### src/sg_pkg.sv
`timescale 1ns / 1ps
`default_nettype none

package sg_pkg;

  localparam int SampleW = 24;
  localparam int GateW   = 22;
  localparam int CoefW   = 32;
  localparam int BaseW   = 21;
  localparam int ProdW   = 59;
  localparam int OpAW    = 26;
  localparam int OpBW    = 33;

  localparam logic [GateW-1:0] GATE_OPEN = 22'd1153434;
  localparam logic [GateW-1:0] GATE_MAX  = 22'd4194303;
  localparam logic [GateW-1:0] GATE_ONE  = 22'd1048576;
  localparam logic [CoefW-1:0] Q31_ONE   = 32'h8000_0000;

  // Register indexes on the configuration port.
  localparam logic [1:0] CFG_THRESHOLD  = 2'd0;
  localparam logic [1:0] CFG_RECOVERY   = 2'd1;
  localparam logic [1:0] CFG_BASELINE   = 2'd2;
  localparam logic [1:0] CFG_LEVEL_GAIN = 2'd3;

  localparam logic [CoefW-1:0] THRESHOLD_RST  = 32'd33554432;
  localparam logic [CoefW-1:0] INVREC_RST     = 32'd2146959360;
  localparam logic [BaseW-1:0] B20_RST        = 21'd0;
  localparam logic [CoefW-1:0] LEVEL_GAIN_RST = 32'd262144;

  typedef struct packed {
    logic signed [SampleW-1:0] sample_left;
    logic signed [SampleW-1:0] sample_right;
  } sg_in_t;

  typedef struct packed {
    logic signed [SampleW-1:0] out_left;
    logic signed [SampleW-1:0] out_right;
  } sg_out_t;

  // Configuration as the datapath uses it: recovery is kept as its decay
  // factor and baseline is kept already rounded to Q1.20.
  typedef struct packed {
    logic [CoefW-1:0] threshold;
    logic [CoefW-1:0] invrec;
    logic [BaseW-1:0] b20;
    logic [CoefW-1:0] level_gain;
  } sg_cfg_t;

  typedef enum logic [3:0] {
    MUL_NONE,
    MUL_LVL,
    MUL_DEC0,
    MUL_DEC1,
    MUL_HL,
    MUL_HR,
    MUL_XL,
    MUL_ML,
    MUL_XR,
    MUL_MR
  } sg_mul_e;

  typedef enum logic [3:0] {
    POST_NONE,
    POST_LVL,
    POST_G1,
    POST_G,
    POST_HL,
    POST_HR,
    POST_ACC,
    POST_OUTL,
    POST_OUTR
  } sg_post_e;

  typedef struct packed {
    logic     load_in;
    logic     prep;
    sg_mul_e  mul_sel;
    sg_post_e post_sel;
    logic     load_out;
  } sg_cmd_t;

  typedef struct packed {
    logic ge_one;
  } sg_status_t;

  // Arithmetic shift right by s, rounding to nearest with ties away from zero.
  function automatic logic signed [ProdW-1:0] rnd_shr(input logic signed [ProdW-1:0] v,
                                                      input logic [5:0] s);
    logic             neg;
    logic [ProdW-1:0] m;
    logic [ProdW-1:0] half;
    neg  = v[ProdW-1];
    m    = neg ? ProdW'(-v) : ProdW'(v);
    half = ProdW'(1) << (s - 6'd1);
    m    = (m + half) >> s;
    rnd_shr = neg ? -$signed(m) : $signed(m);
  endfunction

  function automatic logic signed [SampleW-1:0] sat24(input logic signed [ProdW-1:0] v);
    if (v > 59'sd8388607) begin
      sat24 = 24'sh7FFFFF;
    end else if (v < -59'sd8388608) begin
      sat24 = 24'sh800000;
    end else begin
      sat24 = v[SampleW-1:0];
    end
  endfunction

endpackage

`default_nettype wire

### src/sg_ctrl.sv
`timescale 1ns / 1ps
`default_nettype none

module sg_ctrl (
  input  wire                clk_i,
  input  wire                rst_ni,
  input  wire                in_valid_i,
  output logic               in_stall_o,
  output logic               out_valid_o,
  input  wire                out_stall_i,
  input  sg_pkg::sg_status_t status_i,
  output sg_pkg::sg_cmd_t    cmd_o
);
  import sg_pkg::*;

  localparam logic [3:0] ST_IDLE = 4'd0;
  localparam logic [3:0] ST_PREP = 4'd1;
  localparam logic [3:0] ST_DEC0 = 4'd2;
  localparam logic [3:0] ST_G1   = 4'd3;
  localparam logic [3:0] ST_DEC1 = 4'd4;
  localparam logic [3:0] ST_G    = 4'd5;
  localparam logic [3:0] ST_HL   = 4'd6;
  localparam logic [3:0] ST_HR   = 4'd7;
  localparam logic [3:0] ST_XL   = 4'd8;
  localparam logic [3:0] ST_ML   = 4'd9;
  localparam logic [3:0] ST_XR   = 4'd10;
  localparam logic [3:0] ST_MR   = 4'd11;
  localparam logic [3:0] ST_OUTR = 4'd12;
  localparam logic [3:0] ST_DONE = 4'd13;

  logic [3:0] state_q, state_d;
  logic       out_valid_q, out_valid_d;

  assign in_stall_o  = (state_q != ST_IDLE);
  assign out_valid_o = out_valid_q;

  // Each state issues at most one multiply and consumes, if any, the product of the state before.
  always_comb begin
    state_d        = state_q;
    cmd_o.load_in  = 1'b0;
    cmd_o.prep     = 1'b0;
    cmd_o.mul_sel  = MUL_NONE;
    cmd_o.post_sel = POST_NONE;
    cmd_o.load_out = 1'b0;
    case (state_q)
      ST_IDLE: begin
        cmd_o.load_in = in_valid_i;
        if (in_valid_i) state_d = ST_PREP;
      end
      ST_PREP: begin
        cmd_o.prep    = 1'b1;
        cmd_o.mul_sel = MUL_LVL;
        state_d       = ST_DEC0;
      end
      ST_DEC0: begin
        cmd_o.mul_sel  = MUL_DEC0;
        cmd_o.post_sel = POST_LVL;
        state_d        = ST_G1;
      end
      ST_G1: begin
        cmd_o.post_sel = POST_G1;
        state_d        = ST_DEC1;
      end
      ST_DEC1: begin
        cmd_o.mul_sel = MUL_DEC1;
        state_d       = ST_G;
      end
      ST_G: begin
        cmd_o.post_sel = POST_G;
        state_d        = status_i.ge_one ? ST_DONE : ST_HL;
      end
      ST_HL: begin
        cmd_o.mul_sel = MUL_HL;
        state_d       = ST_HR;
      end
      ST_HR: begin
        cmd_o.mul_sel  = MUL_HR;
        cmd_o.post_sel = POST_HL;
        state_d        = ST_XL;
      end
      ST_XL: begin
        cmd_o.mul_sel  = MUL_XL;
        cmd_o.post_sel = POST_HR;
        state_d        = ST_ML;
      end
      ST_ML: begin
        cmd_o.mul_sel  = MUL_ML;
        cmd_o.post_sel = POST_ACC;
        state_d        = ST_XR;
      end
      ST_XR: begin
        cmd_o.mul_sel  = MUL_XR;
        cmd_o.post_sel = POST_OUTL;
        state_d        = ST_MR;
      end
      ST_MR: begin
        cmd_o.mul_sel  = MUL_MR;
        cmd_o.post_sel = POST_ACC;
        state_d        = ST_OUTR;
      end
      ST_OUTR: begin
        cmd_o.post_sel = POST_OUTR;
        state_d        = ST_DONE;
      end
      ST_DONE: begin
        // The result waits here until the output register is free.
        if (!out_valid_q || !out_stall_i) begin
          cmd_o.load_out = 1'b1;
          state_d        = ST_IDLE;
        end
      end
      default: state_d = ST_IDLE;
    endcase
  end

  always_comb begin
    out_valid_d = out_valid_q;
    if (out_valid_q && !out_stall_i) out_valid_d = 1'b0;
    if (cmd_o.load_out) out_valid_d = 1'b1;
  end

  always_ff @(posedge clk_i or negedge rst_ni) begin
    if (!rst_ni) begin
      state_q     <= ST_IDLE;
      out_valid_q <= 1'b0;
    end else begin
      state_q     <= state_d;
      out_valid_q <= out_valid_d;
    end
  end

endmodule

`default_nettype wire

### config.mk
export PLATFORM = sky130hd
export DESIGN_NAME = sg_ctrl
export DESIGN_NICKNAME = d
export VERILOG_FILES = /design/src/sg_pkg.sv /design/src/sg_ctrl.sv
export SDC_FILE = /design/constraint.sdc
export NUM_CORES = 1
export LEC_CHECK = 0
export BUFFER_PORTS_ARGS = -buffer_cell sky130_fd_sc_hd__buf_4
export CAP_MARGIN = 25
export CORE_MARGIN = 2
export CORE_UTILIZATION = 32
export CTS_CLUSTER_SIZE = 16
export DETAILED_ROUTE_END_ITERATION = 6
export PLACE_DENSITY_LB_ADDON = 0.2
export SYNTH_ARGS = -nofsm -noshare
export SYNTH_HDL_FRONTEND = slang
export SYNTH_SLANG_ARGS = --single-unit
### constraint.sdc
create_clock -name clk_i -period 2.35 [get_ports clk_i]
set_clock_uncertainty 0.1 [all_clocks]
set_input_delay 0.1175 -clock clk_i [delete_from_list [all_inputs] [get_ports clk_i]]
set_output_delay 0.1175 -clock clk_i [all_outputs]
set_load 0.1 [all_outputs]
==> results.sh <==
export IMPL_cell_variety_after_synth=30
export IMPL_floorplan_io_pins=18
export IMPL_avgViaCountPerCell=5.17
export IMPL_die_area_mm2=0.00175
export IMPL_critical_path_slowest_cell="dfrtp_1"
export IMPL_setup_violations_final=0
export IMPL_worstMarginPinSlew_ns=0.512
export IMPL_drt_wirelength_per_cell_um=10.8
export IMPL_drive_above_1_share=0.342
export IMPL_outcome="finished clean"
export IMPL_path_max_fanout=16
export IMPL_synth_yosys_warnings=0
export IMPL_commonest_cells_after_routing_fill_and_taps_aside="17 x buf_4, 9 x nand2_1, 6 x nor2_1, 6 x a21oi_1, 5 x dfrtp_1"
export IMPL_syn_mean_instance_area_um2=7.41
export IMPL_mappedNetlistArea_um2=459
export IMPL_cts_max_path_buffers=2
export IMPL_critPathCaptureType="primary output"
export IMPL_timing_critical_path_buf_inv=1
export IMPL_final_area_um2=617
export IMPL_ctsRootBufferMaster="clkbuf_4"
export IMPL_critical_path_startpoint_type="flop"
export IMPL_fin_setup_tns_ns=0
export IMPL_cp_slowest_stage_delay_ns=0.66
export IMPL_grt_start_max_net_pins=18
export IMPL_global_route_usage_total=0.122
export IMPL_yosysSeqAreaShare=0.272
export IMPL_cts_repair_resized=0
export IMPL_net_count_of_the_finished_layout=85
export IMPL_postRouteWirelength_um=1020
export IMPL_row_count=13
export IMPL_timing_setup_critical_path_class="flop to primary output"
export IMPL_placedInstanceArea_um2=581
export IMPL_detail_route_antenna_nets=0
export IMPL_hpwlAfterDp_um=740
export IMPL_flow_area_growth_from_synthesis_pct=34.3
export IMPL_cpLargestDelayFamily="flip-flops"
export IMPL_path_cells="and2b_2 > nand3_1 > a21oi_1 > buf_4"
export IMPL_final_wtd_congestion=0.781
export IMPL_io_buffer_count=17
export IMPL_finalWorstPathRequiredPeriod_ns=1.95
export IMPL_drt_pre_antenna_iters=4
export IMPL_period_share=0.831
export IMPL_drv_max_cap_violation_count=0
export IMPL_hold_violations=0
export IMPL_cts_repair_timing_setup_buffer_count=0
export IMPL_global_route_wire_length_before_repair_um=1690
export IMPL_drc=0
export IMPL_ys_ff_latch=5
export IMPL_floorplan_initialDensity=0.349
export IMPL_required_ns=2.13
export IMPL_grt_setup_unrepaired="no"
export IMPL_clkSlewWorstSetupHoldPaths_ns=0.04
export IMPL_clkLatencyLatePin_ns=0.24
export IMPL_worst_hold_path_type="input pin to flop"
export IMPL_commonest_non_fill_non_tap_cell_in_the_layout="buf_4"
export IMPL_vias_in_the_first_global_route=406
export IMPL_cts_tree="yes"
export IMPL_maxClockFrequency_mhz=512
export IMPL_detail_route_iter0_violations=3
export IMPL_core_area_mm2=0.00132
export IMPL_num_antenna_cells=0
export IMPL_tritoncts_num_sinks=5
export IMPL_grt_antenna_before_repair=0
export IMPL_final_max_slew_violation_count=0
export IMPL_cp_data_arrival_time_ns=1.74
export IMPL_cts_inserted_buffers=3
export IMPL_worst_slew_slack_as_a_fraction_of_its_limit=0.658
export IMPL_synthesis_instances=62
export IMPL_synth_net_count=67
export IMPL_via_count=486
export IMPL_cts_max_level=1
export IMPL_grt_overflow_total=0
export IMPL_dieHeight_um=41.9
export IMPL_die_width_um=41.9
worst min-delay path: stages:
cell and delay [ns]:
buf_4 0.08, nand2_1 0.09, nand2_1 0.08
flip-flops by register name (all words and copies together), names as in the netlist:
| name | flops |
|---|---|
| out_valid_o | 1 |
| state_q | 4 |
final cells by class:
class | instances | area [µm²]
well taps | 15 | 18.8
fillers | 141 | 701
inverters | 3 | 11.3
multi-input cells | 49 | 298
flip-flops and latches | 5 | 125
repair buffers | 18 | 138
clock buffers | 4 | 26.3
Yosys cell counts (all sizes together):
master / instances / area, µm²
nand3: 2 / 10.0
nand3b: 1 / 7.51
and2: 2 / 13.8
nor3b: 1 / 7.51
and2b: 2 / 16.3
o22ai: 2 / 12.5
o31ai: 2 / 15.0
a21o: 1 / 7.51
a211oi: 1 / 7.51
a31o: 1 / 8.76
o22a: 1 / 8.76
and3b: 1 / 10.0
or3: 1 / 6.26
and3: 1 / 6.26
nor3: 2 / 10.0
o21ai: 3 / 15.0
a21oi: 6 / 30.0
buf: 5 / 42.5
dfrtp: 5 / 125
o32ai: 1 / 8.76
nor2b: 1 / 6.26
inv: 3 / 11.3
xnor2: 1 / 8.76
nand2: 9 / 33.8
o21a: 1 / 7.51
nor2: 6 / 22.5
logic make-up after synthesis:
group,share of synthesized area
AND/OR/NAND/NOR,0.327
AO/OA/AOI/OAI,0.264
buffers and inverters,0.117
flip-flops,0.272
XOR/XNOR,0.0191
layer usage:
| layer | vias up | part of all wire | track usage |
|---|---|---|---|
| li1 | 251 | - | - |
| met1 | 221 | 0.49 | 0.178 |
| met4 | 0 | 0.019 | 0.0581 |
| met5 | - | 0 | 0 |
| met3 | 2 | 0.042 | 0.0261 |
| met2 | 12 | 0.45 | 0.169 |
repair_timing:
item,CTS,global route
endpoints found under the setup margin,0,0
endpoints found under the hold margin,5,0
hold buffers,1,0
worst paths after layout:
check / cells after the start / start / slack [ns] / to
min in group asynchronous: 2 / rst_ni / 0.11 / out_valid_o
min: 3 / out_stall_i / 0.07 / out_valid_o
max reg2reg: 3 / state_q[1] / 0.89 / state_q[0]
max in group asynchronous: 2 / rst_ni / 1.93 / state_q[3]
max: 4 / state_q[0] / 0.40 / cmd_o[0]
min reg2reg: 2 / out_valid_o / 0.47 / out_valid_o
metrics by stage:
step	utilization	instances	hold WS (ns)	setup slack, ns
floorplan	-	62	-0.278	0.0873
global placement	0.441	89	-0.179	0.712
detailed placement	0.441	89	-0.178	0.676
CTS	0.468	94	0.0564	0.404
global route	0.468	94	0.0751	0.284
finish	0.468	94	0.0667	0.396
Power is left out: the tool's default activity adds up to more than one toggle a clock period on the data nets, which glitch-free logic cannot reach.
