--- src/sg_pkg.sv ---
`timescale 1ns / 1ps
`default_nettype none

package sg_pkg;

  localparam int SampleW = 24;
  localparam int GateW   = 22;
  localparam int CoefW   = 32;
  localparam int BaseW   = 21;
  localparam int ProdW   = 59;
  localparam int OpAW    = 26;
  localparam int OpBW    = 33;

  localparam logic [GateW-1:0] GATE_OPEN = 22'd1153434;
  localparam logic [GateW-1:0] GATE_MAX  = 22'd4194303;
  localparam logic [GateW-1:0] GATE_ONE  = 22'd1048576;
  localparam logic [CoefW-1:0] Q31_ONE   = 32'h8000_0000;

  // Register indexes on the configuration port.
  localparam logic [1:0] CFG_THRESHOLD  = 2'd0;
  localparam logic [1:0] CFG_RECOVERY   = 2'd1;
  localparam logic [1:0] CFG_BASELINE   = 2'd2;
  localparam logic [1:0] CFG_LEVEL_GAIN = 2'd3;

  localparam logic [CoefW-1:0] THRESHOLD_RST  = 32'd33554432;
  localparam logic [CoefW-1:0] INVREC_RST     = 32'd2146959360;
  localparam logic [BaseW-1:0] B20_RST        = 21'd0;
  localparam logic [CoefW-1:0] LEVEL_GAIN_RST = 32'd262144;

  typedef struct packed {
    logic signed [SampleW-1:0] sample_left;
    logic signed [SampleW-1:0] sample_right;
  } sg_in_t;

  typedef struct packed {
    logic signed [SampleW-1:0] out_left;
    logic signed [SampleW-1:0] out_right;
  } sg_out_t;

  // Configuration as the datapath uses it: recovery is kept as its decay
  // factor and baseline is kept already rounded to Q1.20.
  typedef struct packed {
    logic [CoefW-1:0] threshold;
    logic [CoefW-1:0] invrec;
    logic [BaseW-1:0] b20;
    logic [CoefW-1:0] level_gain;
  } sg_cfg_t;

  typedef enum logic [3:0] {
    MUL_NONE,
    MUL_LVL,
    MUL_DEC0,
    MUL_DEC1,
    MUL_HL,
    MUL_HR,
    MUL_XL,
    MUL_ML,
    MUL_XR,
    MUL_MR
  } sg_mul_e;

  typedef enum logic [3:0] {
    POST_NONE,
    POST_LVL,
    POST_G1,
    POST_G,
    POST_HL,
    POST_HR,
    POST_ACC,
    POST_OUTL,
    POST_OUTR
  } sg_post_e;

  typedef struct packed {
    logic     load_in;
    logic     prep;
    sg_mul_e  mul_sel;
    sg_post_e post_sel;
    logic     load_out;
  } sg_cmd_t;

  typedef struct packed {
    logic ge_one;
  } sg_status_t;

  // Arithmetic shift right by s, rounding to nearest with ties away from zero.
  function automatic logic signed [ProdW-1:0] rnd_shr(input logic signed [ProdW-1:0] v,
                                                      input logic [5:0] s);
    logic             neg;
    logic [ProdW-1:0] m;
    logic [ProdW-1:0] half;
    neg  = v[ProdW-1];
    m    = neg ? ProdW'(-v) : ProdW'(v);
    half = ProdW'(1) << (s - 6'd1);
    m    = (m + half) >> s;
    rnd_shr = neg ? -$signed(m) : $signed(m);
  endfunction

  function automatic logic signed [SampleW-1:0] sat24(input logic signed [ProdW-1:0] v);
    if (v > 59'sd8388607) begin
      sat24 = 24'sh7FFFFF;
    end else if (v < -59'sd8388608) begin
      sat24 = 24'sh800000;
    end else begin
      sat24 = v[SampleW-1:0];
    end
  endfunction

endpackage

`default_nettype wire

--- src/sg_dp.sv ---
`timescale 1ns / 1ps
`default_nettype none

module sg_dp (
  input  wire                clk_i,
  input  wire                rst_ni,
  input  sg_pkg::sg_cfg_t    cfg_i,
  input  sg_pkg::sg_cmd_t    cmd_i,
  input  sg_pkg::sg_in_t     in_data_i,
  output sg_pkg::sg_status_t status_o,
  output sg_pkg::sg_out_t    out_data_o
);
  import sg_pkg::*;

  // Channel state.
  logic signed [SampleW-1:0] held_l_q, held_r_q;
  logic [GateW-1:0]          gate_q;

  // Working registers for the item in flight.
  logic signed [SampleW-1:0] xl_q, xr_q;
  logic [SampleW:0]          sum_mag_q;
  logic signed [SampleW:0]   dl_q, dr_q;
  logic signed [23:0]        diffg_q;
  logic [30:0]               lvl_q;
  logic                      open_q;
  logic [GateW-1:0]          gw_q;
  logic signed [ProdW-1:0]   prod_q, acc_q;
  logic signed [SampleW-1:0] res_l_q, res_r_q;
  sg_out_t                   out_q;

  logic signed [OpAW-1:0]    op_a;
  logic signed [OpBW-1:0]    op_b;
  logic signed [ProdW-1:0]   prod_d;
  logic [SampleW-1:0]        abs_l, abs_r;
  logic [SampleW:0]          mag_dl, mag_dr;
  logic signed [ProdW-1:0]   rs31, rs27, rs20, blend;
  logic signed [SampleW:0]   g1_full;
  logic [31:0]               g_sum;
  logic [GateW-1:0]          g_new;
  logic [20:0]               one_m_g;

  assign abs_l = in_data_i.sample_left[SampleW-1]
               ? SampleW'(-in_data_i.sample_left) : in_data_i.sample_left;
  assign abs_r = in_data_i.sample_right[SampleW-1]
               ? SampleW'(-in_data_i.sample_right) : in_data_i.sample_right;

  assign mag_dl = dl_q[SampleW] ? (SampleW+1)'(-dl_q) : dl_q;
  assign mag_dr = dr_q[SampleW] ? (SampleW+1)'(-dr_q) : dr_q;

  assign one_m_g = 21'(GATE_ONE) - {1'b0, gw_q[19:0]};

  // Operand selection for the one shared multiplier.
  always_comb begin
    op_a = '0;
    op_b = '0;
    case (cmd_i.mul_sel)
      MUL_LVL: begin
        op_a = {1'b0, sum_mag_q};
        op_b = {1'b0, cfg_i.level_gain};
      end
      MUL_DEC0: begin
        op_a = {{2{diffg_q[23]}}, diffg_q};
        op_b = {1'b0, cfg_i.invrec};
      end
      MUL_DEC1: begin
        op_a = {4'b0, gw_q};
        op_b = {1'b0, cfg_i.invrec};
      end
      MUL_HL: begin
        op_a = {dl_q[SampleW], dl_q};
        op_b = {11'b0, gw_q};
      end
      MUL_HR: begin
        op_a = {dr_q[SampleW], dr_q};
        op_b = {11'b0, gw_q};
      end
      MUL_XL: begin
        op_a = {{2{xl_q[SampleW-1]}}, xl_q};
        op_b = {11'b0, gw_q};
      end
      MUL_ML: begin
        op_a = {{2{held_l_q[SampleW-1]}}, held_l_q};
        op_b = {12'b0, one_m_g};
      end
      MUL_XR: begin
        op_a = {{2{xr_q[SampleW-1]}}, xr_q};
        op_b = {11'b0, gw_q};
      end
      MUL_MR: begin
        op_a = {{2{held_r_q[SampleW-1]}}, held_r_q};
        op_b = {12'b0, one_m_g};
      end
      default: begin
        op_a = '0;
        op_b = '0;
      end
    endcase
  end

  assign prod_d = op_a * op_b;

  assign rs31  = rnd_shr(prod_q, 6'd31);
  assign rs27  = rnd_shr(prod_q, 6'd27);
  assign rs20  = rnd_shr(prod_q, 6'd20);
  assign blend = rnd_shr(acc_q + prod_q, 6'd20);

  // The decay toward baseline is skipped while the gate sits at zero.
  assign g1_full = (gate_q == '0) ? '0
                 : (SampleW+1)'(rs31[SampleW:0] + {4'b0, cfg_i.b20});

  assign g_sum = 32'(rs31[GateW-1:0]) + 32'(lvl_q);
  assign g_new = open_q ? GATE_OPEN
               : (g_sum > 32'(GATE_MAX)) ? GATE_MAX : g_sum[GateW-1:0];

  assign status_o.ge_one = (g_new >= GATE_ONE);

  always_ff @(posedge clk_i or negedge rst_ni) begin
    if (!rst_ni) begin
      held_l_q <= '0;
      held_r_q <= '0;
      gate_q   <= GATE_OPEN;
    end else begin
      case (cmd_i.post_sel)
        POST_G: begin
          gate_q <= g_new;
          if (status_o.ge_one) begin
            held_l_q <= xl_q;
            held_r_q <= xr_q;
          end
        end
        POST_HL: held_l_q <= sat24(ProdW'(held_l_q) + rs20);
        POST_HR: held_r_q <= sat24(ProdW'(held_r_q) + rs20);
        default: ;
      endcase
    end
  end

  always_ff @(posedge clk_i) begin
    prod_q <= prod_d;
    if (cmd_i.load_in) begin
      xl_q      <= in_data_i.sample_left;
      xr_q      <= in_data_i.sample_right;
      sum_mag_q <= {1'b0, abs_l} + {1'b0, abs_r};
    end
    if (cmd_i.prep) begin
      dl_q    <= {xl_q[SampleW-1], xl_q} - {held_l_q[SampleW-1], held_l_q};
      dr_q    <= {xr_q[SampleW-1], xr_q} - {held_r_q[SampleW-1], held_r_q};
      diffg_q <= {2'b0, gate_q} - {3'b0, cfg_i.b20};
    end
    case (cmd_i.post_sel)
      POST_LVL: begin
        lvl_q  <= (cfg_i.threshold != '0) ? rs27[30:0] : '0;
        open_q <= ({mag_dl, 8'b0} > {1'b0, cfg_i.threshold})
               || ({mag_dr, 8'b0} > {1'b0, cfg_i.threshold});
      end
      POST_G1: gw_q <= g1_full[GateW-1:0];
      POST_G: begin
        gw_q <= g_new;
        if (status_o.ge_one) begin
          res_l_q <= xl_q;
          res_r_q <= xr_q;
        end
      end
      POST_ACC:  acc_q   <= prod_q;
      POST_OUTL: res_l_q <= sat24(blend);
      POST_OUTR: res_r_q <= sat24(blend);
      default: ;
    endcase
    if (cmd_i.load_out) begin
      out_q.out_left  <= res_l_q;
      out_q.out_right <= res_r_q;
    end
  end

  assign out_data_o = out_q;

endmodule

`default_nettype wire

--- config.mk ---
export PLATFORM = sky130hd
export DESIGN_NAME = sg_dp
export DESIGN_NICKNAME = d
export VERILOG_FILES = /design/src/sg_pkg.sv /design/src/sg_dp.sv
export SDC_FILE = /design/constraint.sdc
export NUM_CORES = 2
export LEC_CHECK = 0
export BUFFER_PORTS_ARGS = -buffer_cell sky130_fd_sc_hd__buf_2
export CORE_UTILIZATION = 50
export DETAILED_ROUTE_END_ITERATION = 10
export GPL_ROUTABILITY_DRIVEN = 1
export PLACE_DENSITY_LB_ADDON = 0.25
export REMOVE_ABC_BUFFERS = 1
export SETUP_SLACK_MARGIN = 0.15
export SLEW_MARGIN = 20
export SYNTH_ARGS = -nofsm -noshare
export SYNTH_HDL_FRONTEND = slang
export SYNTH_SLANG_ARGS = --single-unit
--- constraint.sdc ---
create_clock -name clk_i -period 16.85 [get_ports clk_i]
set_input_delay 1.685 -clock clk_i [delete_from_list [all_inputs] [get_ports clk_i]]
set_output_delay 1.685 -clock clk_i [all_outputs]
set_load 0.05 [all_outputs]
==> qor.csv <==
stage,metric,value,unit
routing,post-route ant nets,0,
yosys,Netlist Area Pre-Place,0.07293,mm²
die,starting density of the core,50.58,%
clock_network,CTS tree,yes,
worst_setup_path,Critical Path Start,prod_q[7],
yosys,Synth Flop Type,edfxtp_1,
worst_hold_path,WHS Path Cells,0,
grt,Total GRT Usage,37.15,%
clock_network,Root Driver,clkbuf_16,
worst_setup_path,Reg2Reg Depth,38,
worst_hold_path,hold crit path type,register to register,
grt,pin count of the biggest net entering global routing,83,
clock_network,clock latency on the worst-skew pair,710,ps
cells_and_area,Finished Cell Area,0.07812,mm²
die,Ports,227,
run_status,outcome,"finished, final reports clean",
clock_network,maximum buffer depth of the clock tree,3,
cells_and_area,fillcell total,13519,
timing,Worst Skew,72.69,ps
yosys,Ys Warns,0,
routing,Pre-antenna DRT Iters,8,
routing,post-DR wirelength/cell,26.15,µm
cells_and_area,Multi-input gate area,0.05429,mm²
place,dpl hpwl,224.5,mm
cells_and_area,register area,0.01361,mm²
worst_setup_path,Setup CP Type,register to register,
clock_network,Num Clock Sinks,484,
worst_setup_path,CP peak stage delay,800,ps
worst_setup_path,crit-path max FO,20,
cells_and_area,layout cell share with drive strength beyond 1,7.036,%
timing,# setup viols final,0,
worst_setup_path,r2r startpoint,prod_q[7],
die,# rows,139,
clock_network,post-CTS setup repair buffer count,0,
yosys,"EDFF count, synth",355,
worst_setup_path,Worst path slowest cell,or4_1,
die,core box area,0.1442,mm²
worst_setup_path,CP dominant cell by count,xnor2_1,
worst_setup_path,startpoint class of the critical path,register,
die,die height,383.9,µm
cells_and_area,Final #Nets,10114,
grt,grt total ovfl,0,
yosys,sequential share of the synthesized area,18.66,%
timing,Rel. slew slack,19.89,%
timing,sum of negative setup slack,0,ps
routing,Via density,6.239,
timing,"Slew Viols, Final",0,
run,max-cap violations,0,
grt,first-pass GRT wire length,409.9,mm
timing,min Tclk post-route,12610,ps
worst_hold_path,Hold Crit Start,res_r_q[9],
yosys,"Avg Cell Area, Syn",8.498,µm²
yosys,ys async rst share,14.46,%
worst_setup_path,Reg2Reg Setup Slack,4240,ps
timing,Hold WS,417.2,ps
place,# placed instances,10449,
grt,initial antenna violation count,41,
timing,Tcrit/Tclk final,74.83,%
worst_setup_path,crit path capture type,register,
timing,RSZ-0062 raised after global routing,false,
die,die width,383.9,µm
yosys,Cell variety after synth,104,
routing,# DRC,0,
yosys,Gate Count Post-Synth,8582,
clock_network,Post-CTS Resized,0,
clock_network,number of buffers created by CTS,58,
place,GP Congestion,1.046,
place,I/O Buffers,226,
place,Placement Cell Area,0.07600,mm²
timing,Max Clk Rate,79.31,MHz
cells_and_area,Layout area overhead,7.118,%
clock_network,"CTS clk-pin slew, worst paths",70,ps
grt,vias in the first global route,64565,
clock_network,cts hold-fix bufs,0,
timing,Final Hold Viols,0,
clock_network,CTS H-tree depth,2,
routing,DR vias,65963,
timing,Worst-Margin Slew,1202,ps
worst_setup_path,"Arr. time, crit path",13140,ps
yosys,#FFs+latches synth,484,
die,full die area,0.1474,mm²
worst_setup_path,required time worst endpoint,17380,ps
cells_and_area,Post-Layout Cell Count,10573,
routing,final wirelength,276.5,mm
routing,DRT iter0 DRCs,6960,
## layer usage
| metal | global-route usage (%) | share of wire (%) |
|---|---|---|
| met5 | 0.7797 | 0.12 |
| met4 | 19.22 | 6.2 |
| met1 | 49.32 | 40 |
| met3 | 9.470 | 11 |
| met2 | 55.66 | 42 |
## critical path: cells and delay by family (launching register included)
kind | cells | cell delay [ps]
AOI/OAI and AO/OA | 8 | 1930
xor gates and xnor gates | 4 | 730
adders and majority gates | 1 | 350
DFF | 1 | 340
and+or+nand+nor | 25 | 9080
## worst paths after layout
check                                 to
setup reg to reg             held_r_q[8]
hold reg to reg            out_data_o[9]
max in group asynchronous    held_r_q[7]
setup / recovery             held_r_q[8]
hold / removal             out_data_o[9]
min in group asynchronous     gate_q[18]
## sequential cells by signal, summed over array words and instances, names as in the netlist
name and count:
acc_q 59, diffg_q 23, dl_q 25, dr_q 25, gate_q 22, gw_q 22, held_l_q 24, held_r_q 24
lvl_q 31, open_q 1, out_data_o 48, prod_q 59, res_l_q 24, res_r_q 24, sum_mag_q 25, xl_q 24
xr_q 24
## cell usage in the layout, fill, tap and decap left out, drive strengths merged, types with 70 or more instances in the layout
cell type,instances
a21o,236
a21oi,352
a22oi,107
and2,86
and3,70
buf,342
edfxtp,355
fa,727
ha,603
inv,1004
nand2,1205
nand2b,101
nand3,133
nand4,106
nor2,622
nor3,157
nor4,74
o21ai,360
o31ai,109
or3,91
xnor2,451
xor2,230
## synthesized netlist by cell type, types with 24 or more instances
master,instances,area [µm²]
a211oi_1,28,210.2
a21boi_0,41,307.8
a21o_1,236,1772
a21oi_1,352,1762
a22oi_1,107,803.3
a31oi_1,44,275.3
a32oi_1,39,341.6
and2_1,84,525.5
and3_1,70,437.9
buf_1,26,97.59
clkbuf_1,336,1261
dfrtp_1,60,1501
dfxtp_1,59,1181
edfxtp_1,355,10660
fa_1,727,14550
ha_1,603,7545
inv_1,994,3731
mux2_2,24,270.3
nand2_1,1205,4523
nand2b_1,101,631.9
nand3_1,132,660.6
nand3b_1,24,180.2
nand4_1,106,663.1
nor2_1,621,2331
nor2b_1,69,431.7
nor3_1,156,780.8
nor4_1,70,437.9
o211ai_1,31,232.7
o21a_1,52,390.4
o21ai_0,356,1782
o21bai_1,38,285.3
o31ai_1,109,818.3
o41ai_1,31,271.5
or2_2,49,306.5
or3_1,90,563.0
or4_1,49,367.9
xnor2_1,450,3941
xor2_1,230,2014
## area by class of cell
cell class | instances | area share [%]
Antenna cell | 15 | 0.04805
Clock buffer | 67 | 1.981
Clock inverter | 42 | 0.6599
Inverter | 994 | 4.776
Multi-Input combinational cell | 6726 | 69.49
Sequential cell | 484 | 17.42
Tap cell | 1903 | 3.048
Timing Repair Buffer | 342 | 2.572
## logic make-up after synthesis
logic type               Yosys count  synth area share [%]
AND/OR/NAND/NOR                 2926                 18.84
XOR/XNOR                         682                 8.235
adder cells (fa/ha/maj)         1331                 30.32
AO/OA/AOI/OAI                   1744                 16.22
flip-flops                       484                 18.66
multiplexers                      43                0.6314
buffers and inverters           1372                 7.110
## metrics by stage
| stage | utilization, % | setup slack, ps |
|---|---|---|
| floorplan | - | 2921 |
| global placement | 52.72 | 4372 |
| detailed placement | 52.72 | 4283 |
| CTS | 54.15 | 4468 |
| global route | 54.17 | 3620 |
| finish | 54.18 | 4241 |
Power is not shown: default switching activity piles up to over one toggle a cycle in this logic, so the estimate is an artifact.
